### config.mk
export PLATFORM = sky130hd
export DESIGN_NAME = wfse_ctrl
export DESIGN_NICKNAME = d
export VERILOG_FILES = /design/src/hdl/wfse_pkg.sv /design/src/hdl/wfse_ctrl.sv
export SDC_FILE = /design/constraint.sdc
export NUM_CORES = 1
export LEC_CHECK = 0
export BUFFER_PORTS_ARGS = -buffer_cell sky130_fd_sc_hd__buf_2
export CAP_MARGIN = 25
export CORE_AREA = 2 2 39 41
export CTS_BUF_LIST = sky130_fd_sc_hd__clkbuf_16
export CTS_CLUSTER_SIZE = 28
export DETAILED_ROUTE_END_ITERATION = 8
export DIE_AREA = 0 0 41 43
export PLACE_DENSITY_LB_ADDON = 0.12
export REMOVE_ABC_BUFFERS = 1
export SYNTH_ARGS = -nofsm -noshare
export SYNTH_HDL_FRONTEND = slang
export SYNTH_SLANG_ARGS = --single-unit
### constraint.sdc
create_clock -name clk -period 1 [get_ports clk]
set_input_delay 0.3 -clock clk [delete_from_list [all_inputs] [get_ports clk]]
set_output_delay 0.3 -clock clk [all_outputs]
set_load 0.02 [all_outputs]
### src/hdl/wfse_pkg.sv
// ----------------------------------------------------------------------------
// WS2812 frame SPI encoder package
// Sizes, command codes, state types and the line-encoding functions.
// ----------------------------------------------------------------------------
package wfse_pkg;

  localparam int MAX_PIXELS      = 1024;
  localparam int ADDR_W          = $clog2(MAX_PIXELS);
  localparam int CNT_W           = 11;
  localparam int PIX_W           = 24;
  localparam int CHAN_W          = 8;
  localparam int FUNC_W          = 3;
  localparam int RESET_BYTES     = 20;
  localparam int RCNT_W          = 5;
  localparam int BYTES_PER_PIXEL = 9;
  localparam int BIP_W           = 4;

  localparam logic [CNT_W-1:0] COUNT_RESET = 11'd64;

  localparam logic [FUNC_W-1:0] FUNC_SET   = 3'd0;
  localparam logic [FUNC_W-1:0] FUNC_FILL  = 3'd1;
  localparam logic [FUNC_W-1:0] FUNC_SEND  = 3'd2;
  localparam logic [FUNC_W-1:0] FUNC_BURST = 3'd3;
  localparam logic [FUNC_W-1:0] FUNC_TICK  = 3'd4;

  localparam logic [2:0] LINE_ONE  = 3'b110;
  localparam logic [2:0] LINE_ZERO = 3'b100;

  typedef enum logic [1:0] {
    MODE_IDLE  = 2'd0,
    MODE_FRAME = 2'd1,
    MODE_RESET = 2'd2
  } mode_t;

  typedef enum logic [1:0] {
    ST_CLEAR,
    ST_IDLE,
    ST_FILL,
    ST_READ
  } state_t;

  typedef struct packed {
    logic accept;
    logic clear_run;
    logic fill_run;
    logic emit_read;
  } ctrl_cmd_t;

  typedef struct packed {
    logic out_free;
    logic start_fill;
    logic start_read;
    logic clear_last;
    logic fill_last;
  } ctrl_sts_t;

  function automatic logic [PIX_W-1:0] encode_channel(input logic [CHAN_W-1:0] v);
    logic [PIX_W-1:0] enc;
    for (int i = 0; i < CHAN_W; i++) begin
      enc[3*i +: 3] = v[i] ? LINE_ONE : LINE_ZERO;
    end
    return enc;
  endfunction

  // rgb packed as red[23:16], green[15:8], blue[7:0]; sent green, red, blue
  function automatic logic [CHAN_W-1:0] frame_byte(input logic [PIX_W-1:0] rgb,
                                                   input logic [BIP_W-1:0] k);
    logic [CHAN_W-1:0] val;
    logic [PIX_W-1:0]  enc;
    logic [CHAN_W-1:0] res;
    case (k) inside
      [4'd0:4'd2]: val = rgb[15:8];
      [4'd3:4'd5]: val = rgb[23:16];
      default:     val = rgb[7:0];
    endcase
    enc = encode_channel(val);
    case (k) inside
      4'd0, 4'd3, 4'd6: res = enc[23:16];
      4'd1, 4'd4, 4'd7: res = enc[15:8];
      default:          res = enc[7:0];
    endcase
    return res;
  endfunction

endpackage

### src/hdl/wfse_ctrl.sv
// ----------------------------------------------------------------------------
// WFSE controller
// Sequences the clear sweep, fill sweep, frame reads and item acceptance.
// ----------------------------------------------------------------------------
module wfse_ctrl (
  input  logic                clk,
  input  logic                rst_n,
  input  logic                in_valid,
  output logic                in_stall,
  input  wfse_pkg::ctrl_sts_t sts,
  output wfse_pkg::ctrl_cmd_t cmd
);
  import wfse_pkg::*;

  state_t state_r;
  state_t state_nxt;

  always_ff @(posedge clk) begin
    if (!rst_n) begin
      state_r <= ST_CLEAR;
    end else begin
      state_r <= state_nxt;
    end
  end

  always_comb begin
    state_nxt = state_r;
    unique case (state_r)
      ST_CLEAR: begin
        if (sts.clear_last) state_nxt = ST_IDLE;
      end
      ST_IDLE: begin
        if (in_valid && sts.out_free) begin
          if (sts.start_fill) state_nxt = ST_FILL;
          else if (sts.start_read) state_nxt = ST_READ;
        end
      end
      ST_FILL: begin
        if (sts.fill_last) state_nxt = ST_IDLE;
      end
      ST_READ: begin
        state_nxt = ST_IDLE;
      end
      default: state_nxt = ST_CLEAR;
    endcase
  end

  always_comb begin
    cmd      = '0;
    in_stall = 1'b1;
    unique case (state_r)
      ST_CLEAR: cmd.clear_run = 1'b1;
      ST_IDLE: begin
        in_stall   = !sts.out_free;
        cmd.accept = in_valid && sts.out_free;
      end
      ST_FILL: cmd.fill_run  = 1'b1;
      ST_READ: cmd.emit_read = 1'b1;
      default: cmd = '0;
    endcase
  end

endmodule

# Word level (Yosys, flattened, before mapping)
# Cells that the tools add are included.
# totals
elab_cells	23
ff_bits	2
output_inout_bits	5
# op_classes
eq_ne	7
muxes	11
n_reduce_logical	4
# ops
op	n
two-way mux 2 bit	5
case mux 2 bit (4 select lines)	1
!= test 2 bit, second input constant	3
two-way mux 1 bit	5
equality test 2 bit, second input constant	2
AND reduction 4 bit	1
!= test 3 bit, second input constant	1
equality test 2 x 1 -> 1 bit, second input constant	1
zero test 2 bit	1
logical AND 1 bit	1
zero test 1 bit	1

# Logic depth before layout (Yosys ltp)
# Gate-level depths: netlist of the first run.
# logic_depth
word_depth	4
mapped_depth	3
ltp_nobuf	3

# Least setup slack after synthesis of the first run
# OpenSTA, ideal clock, no wires.
# synth_timing
path_kind	reg-to-output
from	register state_r[1]
to	output port cmd[3] (netlist bit)
path_buffers	0
stages_incl_launch_ff	2
t_arrival_ns	0.684
path_slack_ns	0.016
t_required_ns	0.700
cell_sequence	dfxtp_1 and4b_2
# synth_lines
element	line_no	source
start, declared	wfse_ctrl.sv:15	state_t state_r;
start signal, assigned	wfse_ctrl.sv:22	state_r <= state_nxt;
end, declared	wfse_ctrl.sv:11	output wfse_pkg::ctrl_cmd_t cmd

==> key figures, run 1 <==
Setup path
  • CP startpoint: state_r[1]
  • Worst R2R Path Depth: 4
  • Worst EP required: 0.70 ns
  • R2R Setup Slk: -0.05 ns
  • Worst r2r src: state_r[1]
  • Critical-path cell list: and4b_2 -> buf_6
  • Crit path max-delay cell type: dfxtp_2
  • Critical Path Max Stage Delay: 0.32 ns
  • CP Max Fanout: 6
  • CP Class: flop to output pin
  • Startpoint types: flop
  • Worst setup EP type: output pin
  • CP arrival: 0.95 ns

Yosys
  • Number of enable flip-flop cells after synthesis: 0
  • Syn_area_per_cell: 9.432 um^2
  • Top cell type's share of synthesized area: 0.3265
  • Fraction of registers with async set/reset: 0
  • Post-synthesis sequential area ratio: 0.3265
  • Synth area leaders: dfxtp_1 (33%), and4b_2 (9.2%), mux2_2 (9.2%)
  • Ys flop type: dfxtp_1
  • Post-Synthesis Cells: 13
  • Yosys cell types: 12
  • Most common cell in the synthesized netlist: dfxtp_1
  • Yosys top cell by area: dfxtp_1
  • Seq cells post-synth: 2
  • Mapped Area: 122.6 um^2
  • Synth warn: 0

Die
  • Core area: 1384 um^2
  • Full die area: 1763 um^2
  • Die Width: 41 um
  • Starting Density: 0.08861
  • Number of top-level pins: 13
  • Number of core rows: 14
  • Die height: 43 um

Timing
  • Worst-margin pin slew: 0.1019 ns
  • Final setup margin: -0.2486 ns
  • Minimum clock period: 1.249 ns
  • Final period utilization: 1.249
  • Fin. Hold Viols: 0
  • Max-slew headroom: 0.9316
  • Setup Skew: 0.002051 ns
  • Final Max Tran Viols: 0
  • Unrepaired setup endpoints after global routing: yes
  • Timing-limited maximum frequency: 0.8009 GHz
  • Final Setup Violations: 6
  • Setup TNS: -0.9501 ns

Final layout
  • Layout area overhead: 160.2%
  • Largest register FFs: 2
  • Post-route design area: 319.1 um^2
  • Fin cells: 46
  • Layout cell share with drive strength beyond 1: 0.8000
  • Nets@finish: 40
  • Util after Layout: 0.2306
  • Biggest regs: state_r x2
  • Layout fillers: 160
  • Antenna Cells: 0
  • Top reg by flops: state_r

Power
  • Internal power: 626.6 uW
  • Lkg Pwr: 0.1472 nW
  • Sw Share: 0.1509
  • Final total power: 738.0 uW
  • Gate power share: 0.083
  • Peak VDD IR: 1.285 mV
  • Psw: 111.4 uW
  • Seq pwr share: 0.122
  • P per Cell Area: 2313 nW/um^2
  • Clk pwr share: 0.795

Clock tree
  • Worst-skew pair later-pin latency: 0.22 ns
  • CTS tree: built
  • CTS sink count: 2
  • H-tree depth: 1
  • CTS Hold Bufs: 0
  • CTS Buffer Depth: 2
  • CTS root buf: clkbuf_16
  • Worst-path clk slew: 0.03 ns
  • Total CTS buffers: 3

Job
  • MaxCap Viol Count: 0

Run status
  • Status: finished with violations
  • Violated checks: setup timing

Drt
  • DR vias/cell: 3.326
  • Detailed Route WL: 360 um
  • Via count: 153
  • # DRC: 0
  • DR iter-0 viols: 0
  • Post-DR wirelength/cell: 7.826 um
  • DR pass1 iterations: 1
  • Final ANT Viol Nets: 0

Global route
  • First-pass GRT wire length: 607 um
  • Aggregate global-route resource usage: 0.05305
  • GR Overflow Total: 0
  • Number of global-route vias before repair: 161
  • Largest net degree at the start of global routing: 7
  • Initial antenna violation count: 0

Place
  • GPL Wtd Cong: 0.6438
  • # port buffers: 12
  • DP Cell Count: 42
  • Placed Area: 210.2 um^2

Min path
  • Hold Path Class: input pin to flop
  • Hold Startpoint: sts[3]
  • Hold Crit Depth: 2
## power groups by stage
stage	logic (mW)	registers (mW)	clock network [mW]
finish	0.0612	0.0902	0.587
global route	0.0672	0.0916	0.610
CTS	0.0623	0.0913	0.598
detailed placement	0.0539	0.0913	0
global placement	0.0529	0.0916	0
floorplan	0.0268	0.0897	0
## layout by cell type (no fill, tap or decap)
master	netlist	layout
and2b_2	1	1
and2_2	1	1
buf_6	0	3
dfxtp_4	0	1
o21ai_2	1	1
a21boi_1	1	1
o21ai_1	0	1
and4b_2	1	1
nor2_1	1	1
mux2_2	1	1
a21oi_1	1	1
buf_2	0	8
dfxtp_2	0	1
clkbuf_16	0	3
buf_4	0	3
nand2b_1	1	1
nand3b_1	1	1
## layer usage
| metal | wire length, um | global-route usage |
|---|---|---|
| met4 | 0 | 0.04000 |
| met3 | 59 | 0.03141 |
| met1 | 152 | 0.07325 |
| met5 | 0 | 0 |
| met2 | 149 | 0.05625 |
## path summary, 6_finish.rpt
check	end
worst max register to register	state_r[0]
worst max-delay path	cmd[3]
worst min-delay path	state_r[0]
worst min register to register	state_r[0]
## worst max-delay path, delay by kind of cell (launching register included)
kind                   cells  cell delay, ns
and+or+nand+nor            1            0.29
DFF                        1            0.32
buffers and inverters      1            0.12
## stage by stage
step	setup slack (ns)	hold WS, ns
6_report	-0.2486	0.2795
5_1_grt	-0.2844	0.3032
4_1_cts	-0.2558	0.2803
3_5_place_dp	-0.09505	0.5120
3_3_place_gp	-0.09316	0.5064
2_1_floorplan	0.01594	0.3894
## repair_timing
item / 4_1_cts / 5_1_grt
resized for setup: 10 / 1
pin swaps: 1 / 1
setup buffers: 1 / 0
setup endpoints to repair: 7 / 7
## final cells by class
type / instances / area (um^2) / area share
Tap cell: 16 / 20.02 / 0.06275
Multi-Input combinational cell: 11 / 82.58 / 0.2588
Timing Repair Buffer: 14 / 96.34 / 0.3020
Sequential cell: 2 / 45.04 / 0.1412
Clock buffer: 3 / 75.07 / 0.2353
## cells by family after synthesis
group,synth area share
mux,0.09183
flops,0.3265
simple gates,0.3674
compound gates,0.2142
No activity file was read; power rests on OpenSTA's default activity.
==> inputs of run 2 (changes only) <==
==> constraint.sdc (replaced) <==
create_clock -name clk -period 1.1 [get_ports clk]
set_input_delay 0.33 -clock clk [delete_from_list [all_inputs] [get_ports clk]]
set_output_delay 0.33 -clock clk [all_outputs]
set_load 0.02 [all_outputs]
==> run 2 against run 1 <==
Against the previous run:
- the flow still finishes with violations (setup timing)
- clock skew barely moved
- register-to-register slack improved by 0.08 ns
- flip-flop and latch count did not move
- design area rose by 3.5%
- total power fell by 7.8%
- sequential power fell by 8.1%
- critical endpoint unchanged
- non-clock buffer count rose by 1
- die area did not move
- worst setup slack improved by 0.059 ns
==> key figures, run 2 (synthesis results as in run 1) <==
Clock tree
  • Worst-path clk slew: 0.03 ns (about the same)
  • CTS tree: built (unchanged)
  • Total CTS buffers: 3 (unchanged)
  • CTS root buf: clkbuf_16 (unchanged)
  • CTS Hold Bufs: 0 (unchanged)
  • CTS Buffer Depth: 2 (unchanged)
  • H-tree depth: 1 (unchanged)
  • CTS sink count: 2 (unchanged)
  • Worst-skew pair later-pin latency: 0.22 ns (about the same)

Run status
  • Violated checks: setup timing (unchanged)
  • Status: finished with violations (unchanged)

Timing
  • Final Setup Violations: 5 (was 6)
  • Final setup margin: -0.1892 ns (was -0.2486 ns)
  • Timing-limited maximum frequency: 0.7756 GHz
  • Unrepaired setup endpoints after global routing: yes (unchanged)
  • Worst-margin pin slew: 0.1068 ns (was 0.1019 ns)
  • Final Max Tran Viols: 0 (unchanged)
  • Fin. Hold Viols: 0 (unchanged)
  • Minimum clock period: 1.289 ns
  • Setup Skew: 0.002344 ns (was 0.002051 ns)
  • Max-slew headroom: 0.9288 (was 0.9316)
  • Final period utilization: 1.172

Power
  • Clk pwr share: 0.792 (was 0.795)
  • Psw: 108.4 uW (was 111.4 uW)
  • P per Cell Area: 2061 nW/um^2 (was 2313 nW/um^2)
  • Peak VDD IR: 0.7862 mV (was 1.285 mV)
  • Seq pwr share: 0.122 (about the same)
  • Internal power: 572.2 uW (was 626.6 uW)
  • Final total power: 680.6 uW (was 738.0 uW)
  • Sw Share: 0.1593 (was 0.1509)
  • Gate power share: 0.087 (was 0.083)
  • Lkg Pwr: 0.1540 nW (was 0.1472 nW)

Final layout
  • Nets@finish: 41 (was 40)
  • Layout cell share with drive strength beyond 1: 0.8387 (was 0.8000)
  • Layout fillers: 154 (was 160)
  • Commonest cells after routing, fill and taps aside: buf_2 (8), buf_4 (4), clkbuf_16 (3), buf_6 (3), o21ai_2 (2) (was buf_2 (8), clkbuf_16 (3), buf_4 (3), buf_6 (3))
  • Sequential cell area: 45.04 um^2 (unchanged)
  • Area of the multi-input gates: 86.33 um^2 (was 82.58 um^2)
  • Antenna Cells: 0 (unchanged)
  • Most common cell after layout, fill and taps aside: buf_2 (unchanged)
  • Top reg by flops: state_r (unchanged)
  • Biggest regs: state_r x2 (unchanged)
  • Util after Layout: 0.2387 (was 0.2306)
  • Largest register FFs: 2 (unchanged)
  • Layout area overhead: 169.4% (was 160.2%)
  • Post-route design area: 330.3 um^2 (was 319.1 um^2)

Global route
  • GR Overflow Total: 0 (unchanged)
  • Number of global-route vias before repair: 166 (was 161)
  • Initial antenna violation count: 0 (unchanged)
  • Largest net degree at the start of global routing: 7 (unchanged)
  • Aggregate global-route resource usage: 0.05806 (was 0.05305)
  • First-pass GRT wire length: 600 um (was 607 um)

Drt
  • # DRC: 0 (unchanged)
  • Via count: 160 (was 153)
  • DR vias/cell: 3.404 (was 3.326)
  • DR iter-0 viols: 1 (was 0)
  • Post-DR wirelength/cell: 8.043 um (was 7.826 um)
  • Final ANT Viol Nets: 0 (unchanged)
  • Detailed Route WL: 378 um (was 360 um)
  • DR pass1 iterations: 4 (was 1)

Min path
  • Hold Path Class: input pin to flop (unchanged)

Setup path
  • Startpoint types: flop (unchanged)
  • CP Class: flop to output pin (unchanged)
  • R2R Setup Slk: 0.03 ns (was -0.05 ns)
  • Worst EP required: 0.77 ns (was 0.70 ns)
  • Worst setup EP type: output pin (unchanged)
  • CP arrival: 0.96 ns (was 0.95 ns)
  • CP Max Fanout: 6 (unchanged)

Die
  • Number of top-level pins: 13 (unchanged)
  • Full die area: 1763 um^2 (unchanged)
  • Die height: 43 um (unchanged)
  • Starting Density: 0.08861 (unchanged)
  • Die Width: 41 um (unchanged)
  • Number of core rows: 14 (unchanged)
  • Core area: 1384 um^2 (unchanged)

Place
  • Placed Area: 210.2 um^2 (unchanged)
  • DP Wirelength: 298 um
  • # port buffers: 12 (unchanged)
  • GPL Wtd Cong: 0.6381 (was 0.6438)

Job
  • MaxCap Viol Count: 0 (unchanged)
run 2: cell count changes in the layout (fill, tap and decap cells not counted):
cell and change:
buf_4 +1, o21ai_1 -1, o21ai_2 +1
run 2: final cells by class:
| type | instances | share of cell area |
|---|---|---|
| repair buffers | 15 | 0.3144 |
| well taps | 16 | 0.06061 |
| clock buffers | 3 | 0.2273 |
| multi-input cells | 11 | 0.2614 |
| flip-flops and latches | 2 | 0.1364 |
run 2: worst max-delay path, cell delays in order (launching register included):
cell and delay, ns:
dfxtp_2 0.33, and4b_2 0.29, buf_6 0.12
run 2: stage by stage:
stage	hold WS (ns)	cells	setup TNS (ns)	setup WS, ns
after global placement	0.5362	42	-0.05927	-0.05099
after global routing	0.3142	47	-0.7222	-0.2184
after floorplan	0.4194	13	0	0.08594
after CTS	0.3089	47	-0.5597	-0.1870
after detailed placement	0.5420	42	-0.06392	-0.05207
final	0.3060	47	-0.5588	-0.1892
run 2: timing repair:
| item | 4_1_cts | 5_1_grt |
|---|---|---|
| pin swaps | 0 | 1 |
| buffers inserted | 2 | 0 |
| endpoints found under the hold margin | 0 | 0 |
| setup endpoints to repair | 5 | 7 |
| resized for setup | 9 | 3 |
run 2: worst paths after layout:
path / from / end / cells past startpoint
worst min-delay path: sts[3] / state_r[0] / 2
worst min register to register: state_r[0] / state_r[0] / 2
worst max-delay path: state_r[1] / cmd[3] / 2
worst max register to register: state_r[1] / state_r[1] / 5
run 2: layer usage:
| layer | GRT usage | wire [um] |
|---|---|---|
| met4 | 0.06000 | 0 |
| met1 | 0.06369 | 140 |
| met3 | 0.04712 | 72 |
| met2 | 0.06250 | 166 |
| met5 | 0 | 0 |
run 2: power by group through the flow:
stage / clock (mW) / combinational, mW / sequential, mW
6_report: 0.539 / 0.0589 / 0.0829
3_5_place_dp: 0 / 0.0486 / 0.0833
5_1_grt: 0.564 / 0.0632 / 0.0839
3_3_place_gp: 0 / 0.0481 / 0.0832
2_1_floorplan: 0 / 0.0243 / 0.0815
4_1_cts: 0.549 / 0.0576 / 0.0833
==> inputs of run 3 (changes only) <==
--- a/config.mk
+++ b/config.mk
@@ -5,11 +5,13 @@
 export SDC_FILE = /design/constraint.sdc
 export NUM_CORES = 1
 export LEC_CHECK = 0
+export ABC_AREA = 1
+export ABC_CLOCK_PERIOD_IN_PS = 1100
 export BUFFER_PORTS_ARGS = -buffer_cell sky130_fd_sc_hd__buf_2
 export CAP_MARGIN = 25
 export CORE_AREA = 2 2 39 41
 export CTS_BUF_LIST = sky130_fd_sc_hd__clkbuf_16
-export CTS_CLUSTER_SIZE = 28
+export CTS_CLUSTER_SIZE = 12
 export DETAILED_ROUTE_END_ITERATION = 8
 export DIE_AREA = 0 0 41 43
 export PLACE_DENSITY_LB_ADDON = 0.12
==> run 3 against run 2 <==
Against the previous run:
- the run still ends with setup timing left
- flip-flop and latch count is the same
- design area grew 4.2%
- non-clock buffer count shrank 1
- clock power is essentially flat
- total power grew 1.0%
- wire length grew 6.3%
- area after synthesis grew 13%
- hold slack lost 0.021 ns
- die area is the same
- via count grew 12%
- sequential share of layout area shrank 0.55 points
==> key figures, run 3 <==
Yosys
  • Syn_area_per_cell: 6.613 um^2 (was 9.432 um^2)
  • Seq cells post-synth: 2 (unchanged)
  • Synth warn: 0 (unchanged)
  • Ys flop type: dfxtp_1 (unchanged)
  • Post-Synthesis Cells: 21 (was 13)
  • Yosys cell types: 12 (unchanged)
  • Synth area leaders: dfxtp_1 (29%), inv_1 (11%), nand2_1 (11%) (was dfxtp_1 (33%), and4b_2 (9.2%), mux2_2 (9.2%))
  • Fraction of registers with async set/reset: 0 (unchanged)
  • Top cell type's share of synthesized area: 0.2883 (was 0.3265)
  • Top post-synthesis cells by count: inv_1 (4), nand2_1 (4), dfxtp_1 (2), nand3_1 (2), nor2_1 (2)
  • Number of enable flip-flop cells after synthesis: 0 (unchanged)
  • Yosys top cell by area: dfxtp_1 (unchanged)
  • Post-synthesis sequential area ratio: 0.2883 (was 0.3265)
  • Mapped Area: 138.9 um^2 (was 122.6 um^2)

Final layout
  • Layout area overhead: 147.7% (was 169.4%)
  • Most common cell after layout, fill and taps aside: buf_2 (unchanged)
  • Antenna Cells: 0 (unchanged)
  • Biggest regs: state_r x2 (unchanged)
  • Layout cell share with drive strength beyond 1: 0.6842 (was 0.8387)
  • Largest register FFs: 2 (unchanged)
  • Util after Layout: 0.2486 (was 0.2387)
  • Fin cells: 54 (was 47)
  • Nets@finish: 48 (was 41)
  • Top reg by flops: state_r (unchanged)
  • Commonest cells after routing, fill and taps aside: buf_2 (7), nand2_1 (4), inv_1 (4), buf_6 (4) (was buf_2 (8), buf_4 (4), clkbuf_16 (3), buf_6 (3), o21ai_2 (2))

Timing
  • Setup Skew: 0.001422 ns (was 0.002344 ns)
  • Max-slew headroom: 0.9061 (was 0.9288)
  • Final Setup Violations: 5 (unchanged)
  • Final setup margin: -0.1124 ns (was -0.1892 ns)
  • Worst-margin pin slew: 0.1403 ns (was 0.1068 ns)
  • Final period utilization: 1.102 (was 1.172)
  • Unrepaired setup endpoints after global routing: yes (unchanged)
  • Final Max Tran Viols: 0 (unchanged)
  • Minimum clock period: 1.212 ns (was 1.289 ns)
  • Timing-limited maximum frequency: 0.8248 GHz (was 0.7756 GHz)
  • Fin. Hold Viols: 0 (unchanged)

Clock tree
  • CTS Buffer Depth: 2 (unchanged)
  • Total CTS buffers: 3 (unchanged)
  • CTS sink count: 2 (unchanged)
  • H-tree depth: 1 (unchanged)
  • Worst-path clk slew: 0.03 ns (about the same)
  • CTS tree: built (unchanged)
  • CTS root buf: clkbuf_16 (unchanged)
  • Worst-skew pair later-pin latency: 0.22 ns (about the same)

Die
  • Die height: 43 um (unchanged)
  • Die Width: 41 um (unchanged)
  • Number of core rows: 14 (unchanged)
  • Number of top-level pins: 13 (unchanged)
  • Core area: 1384 um^2 (unchanged)
  • Full die area: 1763 um^2 (unchanged)
  • Starting Density: 0.1004 (was 0.08861)

Drt
  • # DRC: 0 (unchanged)
  • DR vias/cell: 3.315 (was 3.404)
  • Via count: 179 (was 160)
  • DR pass1 iterations: 1 (was 4)
  • DR iter-0 viols: 0 (was 1)
  • Detailed Route WL: 402 um (was 378 um)
  • Post-DR wirelength/cell: 7.444 um (was 8.043 um)
  • Final ANT Viol Nets: 0 (unchanged)

Power
  • Sw Share: 0.1662 (was 0.1593)
  • Seq pwr share: 0.121 (was 0.122)
  • P per Cell Area: 1999 nW/um^2 (was 2061 nW/um^2)
  • Internal power: 573.4 uW (was 572.2 uW)
  • Psw: 114.3 uW (was 108.4 uW)
  • Gate power share: 0.099 (was 0.087)
  • Final total power: 687.7 uW (was 680.6 uW)
  • Clk pwr share: 0.780 (was 0.792)
  • Peak VDD IR: 0.7438 mV (was 0.7862 mV)
  • Lkg Pwr: 0.1737 nW (was 0.1540 nW)

Place
  • Dpl ws: -0.009902 ns (was -0.05207 ns)
  • GPL Wtd Cong: 0.6282 (was 0.6381)
  • # port buffers: 12 (unchanged)
  • DP Wirelength: 330.1 um (was 298 um)
  • DP Cell Count: 50 (was 42)

Setup path
  • CP Max Fanout: 3 (was 6)
  • Worst r2r src: state_r[1] (unchanged)
  • CP arrival: 0.88 ns (was 0.96 ns)
  • Worst setup EP type: output pin (unchanged)
  • CP Class: flop to output pin (unchanged)
  • Startpoint types: flop (unchanged)
  • CP startpoint: state_r[1] (unchanged)
  • Worst EP required: 0.77 ns (about the same)

Run status
  • Status: finished with violations (unchanged)
  • Violated checks: setup timing (unchanged)

Global route
  • Number of global-route vias before repair: 152 (was 166)
  • Largest net degree at the start of global routing: 6 (was 7)
  • First-pass GRT wire length: 545 um (was 600 um)
  • GR Overflow Total: 0 (unchanged)
  • Aggregate global-route resource usage: 0.05506 (was 0.05806)
  • Initial antenna violation count: 0 (unchanged)

Min path
  • Hold Path Class: input pin to flop (unchanged)
  • Hold Startpoint: sts[3] (unchanged)

Job
  • MaxCap Viol Count: 0 (unchanged)
run 3: changes by cell type in the layout (fill, tap and decap cells not counted), moves of 2 or more:
cell and delta:
inv_1 +4, nand2_1 +4, nand3_1 +2, o21ai_2 -2
run 3: power by group through the flow:
stage          Combinational, mW  Sequential, mW  Clock [mW]
2_1_floorplan             0.0336          0.0820           0
3_5_place_dp              0.0582          0.0838           0
5_1_grt                   0.0738          0.0839       0.561
3_3_place_gp              0.0579          0.0836           0
4_1_cts                   0.0630          0.0838       0.549
6_report                  0.0683          0.0830       0.536
run 3: kinds of logic after synthesis:
group | count (synthesis) | synth area share
buffers and inverters | 5 | 0.1351
and+or+nand+nor | 12 | 0.4775
AOI/OAI and AO/OA | 2 | 0.09908
DFF | 2 | 0.2883
run 3: repair_timing:
item                                    in CTS  in global routing
endpoints found under the setup margin       5                  5
hold buffers                                 0                  0
setup buffers                                0                  1
gates resized for setup                      6                  7
run 3: through the flow:
stage / cell area [um^2] / hold slack, ns / setup TNS [ns]
2_1_floorplan: 138.9 / 0.4179 / 0
3_3_place_gp: 226.5 / 0.5243 / -0.005457
3_5_place_dp: 226.5 / 0.5196 / -0.009902
4_1_cts: 315.3 / 0.2859 / -0.4909
5_1_grt: 344.1 / 0.2884 / -0.5596
6_report: 344.1 / 0.2848 / -0.3743
run 3: worst max-delay path: stages, from the launching register on:
cell and delay (ns):
dfxtp_2 0.32, inv_2 0.07, nand2_2 0.06, nor2_4 0.09
buf_6 0.12
run 3: final timing paths:
path / slack [ns] / cells past startpoint / end
hold reg to reg: 0.60 / 3 / state_r[1]
hold / removal: 0.28 / 2 / state_r[0]
setup / recovery: -0.11 / 4 / cmd[3]
setup reg to reg: 0.11 / 7 / state_r[1]
run 3: cell type report:
cell class	count	area (um^2)
multi-input cells	14	82.58
well taps	16	20.02
clock buffers	3	75.07
flip-flops and latches	2	45.04
inverters	5	18.77
fillers	154	1040
repair buffers	14	102.6
run 3: routing by layer:
layer,up-vias,share of wire,GRT usage
met4,0,0,0.06000
met2,10,0.45,0.06250
met3,0,0.11,0.04712
met1,71,0.44,0.05414
met5,-,0,0
li1,98,-,-
